$ cat src/rtl/core/accalu_pkg.sv
// ----------------------------------------------------------------------------
// Accumulator ALU package
// Operation codes, request and response payloads, and flag types shared by
// the accumulator ALU modules.
// ----------------------------------------------------------------------------
package accalu_pkg;

  // Operation codes of the request.
  typedef enum logic [4:0] {
    OP_ADD  = 5'd0,
    OP_ADC  = 5'd1,
    OP_SUB  = 5'd2,
    OP_SBC  = 5'd3,
    OP_AND  = 5'd4,
    OP_XOR  = 5'd5,
    OP_OR   = 5'd6,
    OP_CP   = 5'd7,
    OP_INC  = 5'd8,
    OP_DEC  = 5'd9,
    OP_RLC  = 5'd10,
    OP_RRC  = 5'd11,
    OP_RL   = 5'd12,
    OP_RR   = 5'd13,
    OP_SLA  = 5'd14,
    OP_SRA  = 5'd15,
    OP_SWAP = 5'd16,
    OP_SRL  = 5'd17,
    OP_RLCA = 5'd18,
    OP_RRCA = 5'd19,
    OP_RLA  = 5'd20,
    OP_RRA  = 5'd21,
    OP_BIT  = 5'd22,
    OP_RES  = 5'd23,
    OP_SET  = 5'd24,
    OP_DAA  = 5'd25,
    OP_CPL  = 5'd26,
    OP_CCF  = 5'd27,
    OP_SCF  = 5'd28,
    OP_LDA  = 5'd29
  } op_e;

  // Rotate and shift kinds, shared by the operand and accumulator forms.
  typedef enum logic [2:0] {
    ROT_RLC  = 3'd0,
    ROT_RRC  = 3'd1,
    ROT_RL   = 3'd2,
    ROT_RR   = 3'd3,
    ROT_SLA  = 3'd4,
    ROT_SRA  = 3'd5,
    ROT_SWAP = 3'd6,
    ROT_SRL  = 3'd7
  } rot_e;

  // Decimal adjust constants.
  localparam logic [7:0] DAA_HI_ADJ = 8'h60;
  localparam logic [7:0] DAA_LO_ADJ = 8'h06;
  localparam logic [7:0] DAA_HI_LIM = 8'h99;
  localparam logic [3:0] DAA_LO_LIM = 4'h9;

  typedef struct packed {
    logic [4:0] operation;
    logic [7:0] operand;
    logic [2:0] bit_index;
  } in_req_t;

  typedef struct packed {
    logic [7:0] result;
    logic       flag_zero;
    logic       flag_subtract;
    logic       flag_half_carry;
    logic       flag_carry;
  } out_rsp_t;

  typedef struct packed {
    logic z;
    logic n;
    logic h;
    logic c;
  } flags_t;

  // Outcome of one operation as the execute logic produces it.
  typedef struct packed {
    logic [7:0] result;
    flags_t     flags;
    logic       acc_we;
  } exec_rsp_t;

endpackage

$ cat src/rtl/core/accumulator_alu_with_flags.sv
// ----------------------------------------------------------------------------
// Accumulator ALU with flags
// Eight-bit accumulator ALU that keeps A and the Z/N/H/C flags.
// ----------------------------------------------------------------------------
// Usage:
// A request (operation, operand, bit index) enters on the in_valid_i /
// in_ready_o channel. Each request yields exactly one response on the
// out_valid_o / out_ready_i channel: the new byte and the four flags.
// The request is held in an input register; the execute logic evaluates it
// against the accumulator and flags, and the response register, accumulator
// and flags are loaded together once the response register is free or drains.
// A response thus passes the input register and the response register before
// it is visible on the out_valid_o / out_ready_i channel.
// Throughput is one request per cycle while the receiver takes responses:
// the accumulator and flags are written in the same cycle the response is
// formed, so the next request sees them. When the receiver stalls, the
// response register holds its value, the input register still takes one more
// request, and in_ready_o then drops until the response is taken.
// Reset clears the accumulator, all flags and both valid bits.
// ----------------------------------------------------------------------------
module accumulator_alu_with_flags import accalu_pkg::*; (
  input  logic     clk_i,
  input  logic     rst_ni,
  input  logic     in_valid_i,
  output logic     in_ready_o,
  input  in_req_t  in_req_i,
  output logic     out_valid_o,
  input  logic     out_ready_i,
  output out_rsp_t out_rsp_o
);

  logic      in_vld_q;
  in_req_t   in_req_q;
  logic      out_vld_q;
  out_rsp_t  out_rsp_q;
  logic [7:0] acc_q;
  flags_t    flags_q;
  exec_rsp_t exec_rsp;
  logic      advance;
  logic      in_take;

  // The input register moves on when the response register is free or drains.
  assign advance    = in_vld_q && (!out_vld_q || out_ready_i);
  assign in_ready_o = !in_vld_q || advance;
  assign in_take    = in_valid_i && in_ready_o;

  accalu_exec u_exec (
    .req_i   (in_req_q),
    .acc_i   (acc_q),
    .flags_i (flags_q),
    .rsp_o   (exec_rsp)
  );

  // Valid bits and architectural state.
  always_ff @(posedge clk_i or negedge rst_ni) begin
    if (!rst_ni) begin
      in_vld_q  <= 1'b0;
      out_vld_q <= 1'b0;
      acc_q     <= 8'd0;
      flags_q   <= '0;
    end else begin
      if (in_take) begin
        in_vld_q <= 1'b1;
      end else if (advance) begin
        in_vld_q <= 1'b0;
      end
      if (advance) begin
        out_vld_q <= 1'b1;
        flags_q   <= exec_rsp.flags;
        if (exec_rsp.acc_we) begin
          acc_q <= exec_rsp.result;
        end
      end else if (out_ready_i) begin
        out_vld_q <= 1'b0;
      end
    end
  end

  // Payload registers.
  always_ff @(posedge clk_i) begin
    if (in_take) begin
      in_req_q <= in_req_i;
    end
    if (advance) begin
      out_rsp_q <= '{result:          exec_rsp.result,
                     flag_zero:       exec_rsp.flags.z,
                     flag_subtract:   exec_rsp.flags.n,
                     flag_half_carry: exec_rsp.flags.h,
                     flag_carry:      exec_rsp.flags.c};
    end
  end

  assign out_valid_o = out_vld_q;
  assign out_rsp_o   = out_rsp_q;

endmodule

$ cat src/rtl/core/accalu_exec.sv
// ----------------------------------------------------------------------------
// Accumulator ALU execute logic
// Combinational evaluation of one request against the current accumulator
// and flags: the result byte, the new flags and the accumulator write enable.
// ----------------------------------------------------------------------------
module accalu_exec import accalu_pkg::*; (
  input  in_req_t    req_i,
  input  logic [7:0] acc_i,
  input  flags_t     flags_i,
  output exec_rsp_t  rsp_o
);

  logic [7:0] a;
  logic [7:0] v;
  logic       cin;
  op_e        op;

  assign a   = acc_i;
  assign v   = req_i.operand;
  assign cin = flags_i.c;
  assign op  = op_e'(req_i.operation);

  // Adder and subtractor with carry or borrow in, full byte and low nibble.
  logic       use_cin;
  logic [8:0] add_full;
  logic [4:0] add_half;
  logic [8:0] sub_full;
  logic [4:0] sub_half;

  assign use_cin  = (op == OP_ADC) || (op == OP_SBC) ? cin : 1'b0;
  assign add_full = {1'b0, a} + {1'b0, v} + {8'd0, use_cin};
  assign add_half = {1'b0, a[3:0]} + {1'b0, v[3:0]} + {4'd0, use_cin};
  assign sub_full = {1'b0, a} - {1'b0, v} - {8'd0, use_cin};
  assign sub_half = {1'b0, a[3:0]} - {1'b0, v[3:0]} - {4'd0, use_cin};

  // Rotates and shifts work on the accumulator for the short forms.
  logic       rot_on_acc;
  logic [7:0] rot_x;
  rot_e       rot_kind;
  logic [7:0] rot_r;
  logic       rot_co;

  assign rot_on_acc = (req_i.operation >= OP_RLCA);
  assign rot_x      = rot_on_acc ? a : v;
  assign rot_kind   = rot_on_acc ? rot_e'(3'(req_i.operation - OP_RLCA))
                                 : rot_e'(3'(req_i.operation - OP_RLC));

  always_comb begin
    case (rot_kind)
      ROT_RLC: begin
        rot_co = rot_x[7];
        rot_r  = {rot_x[6:0], rot_x[7]};
      end
      ROT_RRC: begin
        rot_co = rot_x[0];
        rot_r  = {rot_x[0], rot_x[7:1]};
      end
      ROT_RL: begin
        rot_co = rot_x[7];
        rot_r  = {rot_x[6:0], cin};
      end
      ROT_RR: begin
        rot_co = rot_x[0];
        rot_r  = {cin, rot_x[7:1]};
      end
      ROT_SLA: begin
        rot_co = rot_x[7];
        rot_r  = {rot_x[6:0], 1'b0};
      end
      ROT_SRA: begin
        rot_co = rot_x[0];
        rot_r  = {rot_x[7], rot_x[7:1]};
      end
      ROT_SWAP: begin
        rot_co = 1'b0;
        rot_r  = {rot_x[3:0], rot_x[7:4]};
      end
      default: begin
        rot_co = rot_x[0];
        rot_r  = {1'b0, rot_x[7:1]};
      end
    endcase
  end

  // Single-bit mask for the bit test, reset and set operations.
  logic [7:0] bit_mask;
  assign bit_mask = 8'h01 << req_i.bit_index;

  // Decimal adjust after an add or a subtract.
  logic       daa_hi;
  logic       daa_lo;
  logic [7:0] daa_r;
  logic       daa_c;

  assign daa_hi = cin || (a > DAA_HI_LIM);
  assign daa_lo = flags_i.h || (a[3:0] > DAA_LO_LIM);

  always_comb begin
    if (!flags_i.n) begin
      daa_r = a + (daa_hi ? DAA_HI_ADJ : 8'h00) + (daa_lo ? DAA_LO_ADJ : 8'h00);
      daa_c = daa_hi;
    end else begin
      daa_r = a - (cin ? DAA_HI_ADJ : 8'h00) - (flags_i.h ? DAA_LO_ADJ : 8'h00);
      daa_c = cin;
    end
  end

  // Operation select: result byte, flags and accumulator write.
  always_comb begin
    rsp_o.result = a;
    rsp_o.flags  = flags_i;
    rsp_o.acc_we = 1'b0;
    case (op)
      OP_ADD, OP_ADC: begin
        rsp_o.result = add_full[7:0];
        rsp_o.flags  = '{z: add_full[7:0] == 8'd0, n: 1'b0, h: add_half[4], c: add_full[8]};
        rsp_o.acc_we = 1'b1;
      end
      OP_SUB, OP_SBC: begin
        rsp_o.result = sub_full[7:0];
        rsp_o.flags  = '{z: sub_full[7:0] == 8'd0, n: 1'b1, h: sub_half[4], c: sub_full[8]};
        rsp_o.acc_we = 1'b1;
      end
      OP_CP: begin
        rsp_o.flags  = '{z: sub_full[7:0] == 8'd0, n: 1'b1, h: sub_half[4], c: sub_full[8]};
      end
      OP_AND: begin
        rsp_o.result = a & v;
        rsp_o.flags  = '{z: (a & v) == 8'd0, n: 1'b0, h: 1'b1, c: 1'b0};
        rsp_o.acc_we = 1'b1;
      end
      OP_XOR: begin
        rsp_o.result = a ^ v;
        rsp_o.flags  = '{z: (a ^ v) == 8'd0, n: 1'b0, h: 1'b0, c: 1'b0};
        rsp_o.acc_we = 1'b1;
      end
      OP_OR: begin
        rsp_o.result = a | v;
        rsp_o.flags  = '{z: (a | v) == 8'd0, n: 1'b0, h: 1'b0, c: 1'b0};
        rsp_o.acc_we = 1'b1;
      end
      OP_INC: begin
        rsp_o.result = v + 8'd1;
        rsp_o.flags  = '{z: v == 8'hFF, n: 1'b0, h: v[3:0] == 4'hF, c: cin};
      end
      OP_DEC: begin
        rsp_o.result = v - 8'd1;
        rsp_o.flags  = '{z: v == 8'h01, n: 1'b1, h: v[3:0] == 4'h0, c: cin};
      end
      OP_RLC, OP_RRC, OP_RL, OP_RR, OP_SLA, OP_SRA, OP_SWAP, OP_SRL: begin
        rsp_o.result = rot_r;
        rsp_o.flags  = '{z: rot_r == 8'd0, n: 1'b0, h: 1'b0, c: rot_co};
      end
      OP_RLCA, OP_RRCA, OP_RLA, OP_RRA: begin
        // The short accumulator forms always clear Z.
        rsp_o.result = rot_r;
        rsp_o.flags  = '{z: 1'b0, n: 1'b0, h: 1'b0, c: rot_co};
        rsp_o.acc_we = 1'b1;
      end
      OP_BIT: begin
        rsp_o.result = v;
        rsp_o.flags  = '{z: (v & bit_mask) == 8'd0, n: 1'b0, h: 1'b1, c: cin};
      end
      OP_RES: begin
        rsp_o.result = v & ~bit_mask;
      end
      OP_SET: begin
        rsp_o.result = v | bit_mask;
      end
      OP_DAA: begin
        rsp_o.result = daa_r;
        rsp_o.flags  = '{z: daa_r == 8'd0, n: flags_i.n, h: 1'b0, c: daa_c};
        rsp_o.acc_we = 1'b1;
      end
      OP_CPL: begin
        rsp_o.result = ~a;
        rsp_o.flags  = '{z: flags_i.z, n: 1'b1, h: 1'b1, c: cin};
        rsp_o.acc_we = 1'b1;
      end
      OP_CCF: begin
        rsp_o.flags  = '{z: flags_i.z, n: 1'b0, h: 1'b0, c: !cin};
      end
      OP_SCF: begin
        rsp_o.flags  = '{z: flags_i.z, n: 1'b0, h: 1'b0, c: 1'b1};
      end
      OP_LDA: begin
        rsp_o.result = v;
        rsp_o.acc_we = 1'b1;
      end
      default: begin
        // Unused codes leave everything as it is.
        rsp_o.result = a;
      end
    endcase
  end

endmodule

$ cat config.mk
export PLATFORM = sky130hd
export DESIGN_NAME = accumulator_alu_with_flags
export DESIGN_NICKNAME = d
export VERILOG_FILES = /design/src/rtl/core/accalu_pkg.sv /design/src/rtl/core/accumulator_alu_with_flags.sv /design/src/rtl/core/accalu_exec.sv
export SDC_FILE = /design/constraint.sdc
export NUM_CORES = 1
export LEC_CHECK = 0
export ABC_AREA = 1
export BUFFER_PORTS_ARGS = -buffer_cell sky130_fd_sc_hd__buf_2
export CAP_MARGIN = 20
export CORE_ASPECT_RATIO = 0.6
export CORE_UTILIZATION = 45
export CTS_CLUSTER_DIAMETER = 50
export DETAILED_ROUTE_END_ITERATION = 6
export PLACE_DENSITY_LB_ADDON = 0.2
export SYNTH_ARGS = -nofsm -noshare
export SYNTH_HDL_FRONTEND = slang
export SYNTH_SLANG_ARGS = --single-unit
$ cat constraint.sdc
create_clock -name clk_i -period 8.4 [get_ports clk_i]
set_input_delay 0.42 -clock clk_i [delete_from_list [all_inputs] [get_ports clk_i]]
set_output_delay 0.42 -clock clk_i [all_outputs]
set_load 0.02 [all_outputs]
==> metrics, run 1 <==
n_diodes 0; FMAX 272 MHz; GRT Total Usage 0.336; DIE HEIGHT 86.8 um; register area 0.00119 mm^2; DR iter-0 viols 862; Peak VDD IR 0.000123 V; Slew @ Worst Pin 964 ps; Syn Std Cell Area 0.00539 mm^2; GP Congestion 1.06; Via density 5.85; final hold viol count 0; total gr overflow 0; Synth Flop Type edfxtp_1; Post-CTS Hold Fix Bufs 0; Area after DPL 0.00570 mm^2; Final Setup Violations 0; CTS tree built; core area 0.0115 mm^2; fin crit period 3680 ps; fin nets 963; Worst slew margin 0.355; RSZ-0062 raised after global routing no; final hold slack 30.2 ps; share of the synthesized area in the top cell type 0.164; Pwr Total 1.80 mW; FF-to-FF path depth 17; power density cells 307 mW/mm^2; fin crit share 0.438; ranking of synthesized cells by area nand2_1 16%, edfxtp_1 16%, ha_1 11%, nand3_1 10%, nor2_1 7.9%; syn_nets 935; Syn Area/Cell 6.26 um^2; vias in the first global route 5637; post-synth top area cell nand2_1; synthesis-to-finish area growth 8.68%; Max stage delay cell, worst path dfrtp_1; largest net degree at the start of global routing 20; Worst Path Max Fanout 13; number of synthesized flops with an enable pin 28; number of top-level pins 34; DIE AREA 0.0124 mm^2; Pre-antenna DRT Iters 5; drt drc 0; Startpoint Class flip-flop; crit-path cells inv_1 -> ha_1 -> o21ai_0 -> nand2_1 -> nand2_1 -> ha_1 -> inv_1 -> fa_1 -> nor2_1 -> or2_2 -> nand3_1 -> nand2_1 -> nor2_1 -> nand3_1 -> nand2_1 -> nor2_1 -> nand3_2; Worst EP arrival 3690 ps; maximum buffer depth of the clock tree 2; slowest stage delay, CP 680 ps; dpl ws 4850 ps; Post-synth ARST share 0.333; share of cells above drive strength 1 0.0831; CTS resizes 0; Post CTS Setup Buffer Count 0; Seq/Total Area, Yosys 0.221; clock network latency to the later pin of the worst-skew pair 290 ps; Clock Root Buffer clkbuf_16; initial antenna violation count 0; Fillers 1171; Max H-tree Level 2; # clock sinks 42; Critical R2R Capture out_rsp_o[3]; final instance area 0.00586 mm^2; global-route wire length before repair 30.9 mm; Worst Slack Setup Final 4720 ps; outcome finished, final reports clean; Hold Crit Class input port to async pin; I/O Buffers 33; final setup TNS 0 ps; reg-to-reg slack, setup 4720 ps; Die X 143 um; wire per inst 19.0 um; via count 6147; Clock transition at path regs 60 ps; Post-Route WL 20.0 mm; Post-synth top cells 236 x nand2_1, 113 x nor2_1, 109 x nand3_1, 105 x inv_1, 49 x ha_1; Syn Inst Count 861; clk_skew 5.97 ps; Yosys cell types 43; WP data required 8410 ps; HPWL after DPL 16.0 mm; Final Max Tran Viols 0; P_leak 3.05 nW; Yosys reg bits 42; top-count cell post-synth nand2_1; Num CTS Buffers 5; multi-input logic area 0.00371 mm^2; Setup crit end kind flip-flop; Routed Antenna Nets 0; YS warnings 0; final design utilization 0.510; fin cells 1050; FP Rows 30; Starting Density 0.469; number of max-cap violations 0; dpl cells 1042; Critical R2R Launch acc_q[1]; Crit Path Class flip-flop to flip-flop; cell mode on critical path nand2_1
==> cell type report <==
| class | count | share of cell area |
|---|---|---|
| multi-input combinational | 692 | 0.633 |
| sequential | 42 | 0.203 |
| inverter | 115 | 0.0737 |
| tap | 160 | 0.0342 |
| timing repair buffer | 33 | 0.0282 |
| clock buffer | 6 | 0.0220 |
| clock inverter | 2 | 0.00576 |
==> flip-flops by register name (all words and copies together), names as in the netlist <==
signal / flops
out_rsp_o: 12
in_req_q: 16
out_valid_o: 1
acc_q: 8
flags_q: 4
in_vld_q: 1
==> logic make-up after synthesis <==
kind of cell / Yosys count / share of synthesized area
xor gates and xnor gates: 6 / 0.00974
buffers and inverters: 127 / 0.0912
AOI/OAI and AO/OA: 99 / 0.106
adders and majority gates: 54 / 0.132
and+or+nand+nor: 533 / 0.440
DFF: 42 / 0.221
==> power by group <==
part           internal (mW)  switching [mW]
logic                  0.380           0.810
registers              0.280           0.113
clock network          0.139          0.0804
==> worst max-delay path: cells and delay by family (launching register included) <==
| kind | cells | cell delay, ps |
|---|---|---|
| adder cells (fa/ha/maj) | 3 | 840 |
| AND/OR/NAND/NOR | 11 | 1270 |
| flip-flops | 1 | 680 |
| buffers and inverters | 2 | 390 |
| AO/OA/AOI/OAI | 1 | 210 |
==> worst max-delay path by stage <==
| stage | startpoint | end | slack (ps) | cells after the start |
|---|---|---|---|---|
| 2_1_floorplan | in_req_q[13] | out_rsp_o[0] | 5430 | 17 |
| 4_1_cts | acc_q[1] | out_rsp_o[3] | 4840 | 17 |
| 3_5_place_dp | acc_q[1] | out_rsp_o[3] | 4850 | 17 |
| 6_report | acc_q[1] | out_rsp_o[3] | 4720 | 17 |
| 3_3_place_gp | acc_q[1] | out_rsp_o[3] | 4870 | 17 |
| 5_1_grt | acc_q[1] | flags_q[3] | 4410 | 19 |
==> metal layers <==
| layer | routed length, um | vias up | GRT usage |
|---|---|---|---|
| met5 | 87 | - | 0.0364 |
| met3 | 3270 | 49 | 0.151 |
| met4 | 565 | 4 | 0.0967 |
| met1 | 9040 | 2723 | 0.482 |
| met2 | 7020 | 474 | 0.438 |
| li1 | - | 2897 | - |
==> cells in the final DEF (no fill, tap or decap), types with 2 or more instances in the layout <==
cell type    n
o22ai_1      9
nand3_1    109
nor2_2       4
and2_1       3
buf_2       33
nor3_1      17
inv_1      105
o31ai_1      2
a21oi_1     27
or2_2        4
inv_2        8
fa_1         5
xor2_1       6
nor2_1     113
ha_1        49
o2111ai_1    3
a21boi_0     2
o21ai_1      5
nand4_1     19
dfrtp_1     14
nand3b_1     8
nand2_1    236
nand2_2      8
o21ai_0     33
edfxtp_1    28
o21a_1       3
nand3_2      4
clkbuf_16    5
o211ai_1     6
clkinv_1     3
a31oi_1      5
nand2_4      3
Note: power is estimated with default switching activity, not from simulation.
==> run 2, diff against run 1 <==
clock period = 3.6 ns   (was 8.4 ns; I/O delays follow)
==> run 2 against run 1 <==
Against the previous run:
- setup slack worse by 4500 ps
- combinational power grew to 2.6 times the previous value
- register-to-register slack worse by 4500 ps
- sequential share of layout area is 0.81 points lower
- hold slack better by 21 ps
- critical path depth is 3 higher
- sequential cell count stayed put
- first-iteration DRC count is 2.7% higher
- die area stayed put
- routed wire length is 10% higher
- cell area is 4.3% higher
- power is 140% higher
==> metrics, run 2 (same netlist as run 1, synthesis figures left out) <==
Num CTS Buffers 5 (unchanged); global-route wire length before repair 32.8 mm (+6.1%); dpl cells 1072 (+2.9%); # clock sinks 42 (unchanged); cell mode on critical path nand2_1; Post-Route WL 22.0 mm (+10%); Pwr Total 4.36 mW (+140%); outcome finished, final reports clean; Startpoint Class flip-flop; core area 0.0115 mm^2 (unchanged); Sequential Power Share 0.173 (-0.045); wire per inst 20.3 um (+6.9%); drt drc 0 (unchanged); Sw Share 0.547 (-0.0102); HPWL after DPL 17.8 mm (+11%); Clock Root Buffer clkbuf_16; synthesis-to-finish area growth 13.3%; DIE AREA 0.0124 mm^2 (unchanged); crit-path cells nor2_2 -> nand2_1 -> nor2_2 -> nand2_1 -> fa_1 -> fa_1 -> inv_1 -> nand2_1 -> nand2_1 -> nand2_1 -> inv_1 -> nand2_1 -> nand2_1 -> nor2_1 -> nand4_1 -> nand2_1 -> inv_1 -> nand2_1 -> nor2_4 -> nand3_2; switching power 2.38 mW (+140%); initial antenna violation count 0 (unchanged); Routed Antenna Nets 0 (unchanged); Crit Path Class flip-flop to flip-flop; fin nets 994 (+3.2%); Final Max Tran Viols 0 (unchanged); FP Rows 30 (unchanged); vias in the first global route 5378 (-4.6%); total gr overflow 0 (unchanged); final hold viol count 0 (unchanged); power share of the combinational group 0.706 (+0.046); Slew @ Worst Pin 641 ps (-323 ps); Via density 5.84 (-0.31%); Die X 143 um (unchanged); slowest stage delay, CP 470 ps (-210 ps); final hold slack 51.0 ps (+20.8 ps); I/O Buffers 33 (unchanged); Internal 1.98 mW (+150%); cell family with most CP delay simple AND/OR/NAND/NOR gates; Final Setup Violations 0 (unchanged); Worst EP arrival 3420 ps (-270 ps); final instance area 0.00611 mm^2 (+4.3%); Starting Density 0.469 (unchanged); clk_skew 7.32 ps (+1.35 ps); Top reg by flops in_req_q; Clock transition at path regs 70 ps (about the same); RSZ-0062 raised after global routing no; fin crit period 3380 ps (-301 ps); commonest non-fill, non-tap cells in the layout 236 x nand2_1, 111 x nor2_1, 109 x nand3_1, 105 x inv_1, 49 x ha_1; dpl ws 112 ps (-4740 ps); fin cells 1081 (+3.0%); WP data required 3630 ps (-4780 ps); final setup TNS 0 ps (unchanged); Setup crit end kind flip-flop; Max H-tree Level 2 (unchanged); fin crit share 0.939 (+0.501); Pre-antenna DRT Iters 6 (+1); FMAX 296 MHz (+8.9%); DR iter-0 viols 885 (+2.7%); Hold Crit Class input port to flip-flop; GRT Total Usage 0.370 (+0.0336); commonest non-fill, non-tap cell in the layout nand2_1; Buf/Inv on CP 3 (+1); P_leak 3.20 nW (+4.9%); number of top-level pins 34 (unchanged); Worst Slack Setup Final 219 ps (-4500 ps); largest net degree at the start of global routing 20 (unchanged); max FFs per register 16 (unchanged); CTS tree built; clock network latency to the later pin of the worst-skew pair 300 ps (about the same); Max stage delay cell, worst path edfxtp_1; final design utilization 0.532 (+0.0218); maximum buffer depth of the clock tree 2 (unchanged); DIE HEIGHT 86.8 um (unchanged); Area after DPL 0.00592 mm^2 (+4.0%); Peak VDD IR 0.000239 V (+94%); Worst slew margin 0.573 (+0.218); n_diodes 0 (unchanged); number of max-cap violations 0 (unchanged); GP Congestion 1.03 (-3.0%); via count 6309 (+2.6%); power density cells 714 mW/mm^2 (+130%); Worst Path Max Fanout 5 (-8); share of cells above drive strength 1 0.117 (+0.0341); clock power share 0.121 (about the same)
==> run 2: routing by layer <==
metal,part of all wire,GRT usage
met1,0.45,0.572
met2,0.37,0.475
met3,0.17,0.134
met4,0.012,0.0658
met5,0,0
==> run 2: final cells by class <==
cell class | count | area (um^2)
Inverter | 115 | 432
Timing Repair Buffer | 64 | 400
Multi-Input combinational cell | 692 | 3720
Tap cell | 160 | 200
Sequential cell | 42 | 1190
Clock buffer | 6 | 129
Fill cell | 1199 | 5380
Clock inverter | 2 | 37.5
==> run 2: power by group through the flow <==
| stage | Combinational [mW] | Sequential, mW | Clock, mW |
|---|---|---|---|
| 4_1_cts | 2.97 | 0.751 | 0.540 |
| 5_1_grt | 3.42 | 0.766 | 0.547 |
| 2_1_floorplan | 1.95 | 0.816 | 0 |
| 3_3_place_gp | 2.96 | 0.760 | 0 |
| 6_report | 3.08 | 0.756 | 0.528 |
| 3_5_place_dp | 2.95 | 0.761 | 0 |
==> run 2: final timing paths <==
| kind | endpoint | slack [ps] | cells after the start | startpoint |
|---|---|---|---|---|
| max | out_rsp_o[3] | 220 | 20 | in_req_q[14] |
| min | in_req_q[5] | 50 | 1 | in_req_i[5] |
| max reg2reg | out_rsp_o[3] | 220 | 20 | in_req_q[14] |
| min reg2reg | flags_q[3] | 490 | 2 | flags_q[3] |
| max in group asynchronous | acc_q[0] | 2950 | 2 | rst_ni |
| min in group asynchronous | acc_q[3] | 350 | 2 | rst_ni |
==> run 2: what timing repair did <==
action / CTS / global route
buffers inserted: 0 / 0
setup endpoints to repair: 0 / 10
hold buffers: 1 / 0
endpoints found under the hold margin: 14 / 0
gates resized for setup: 0 / 5
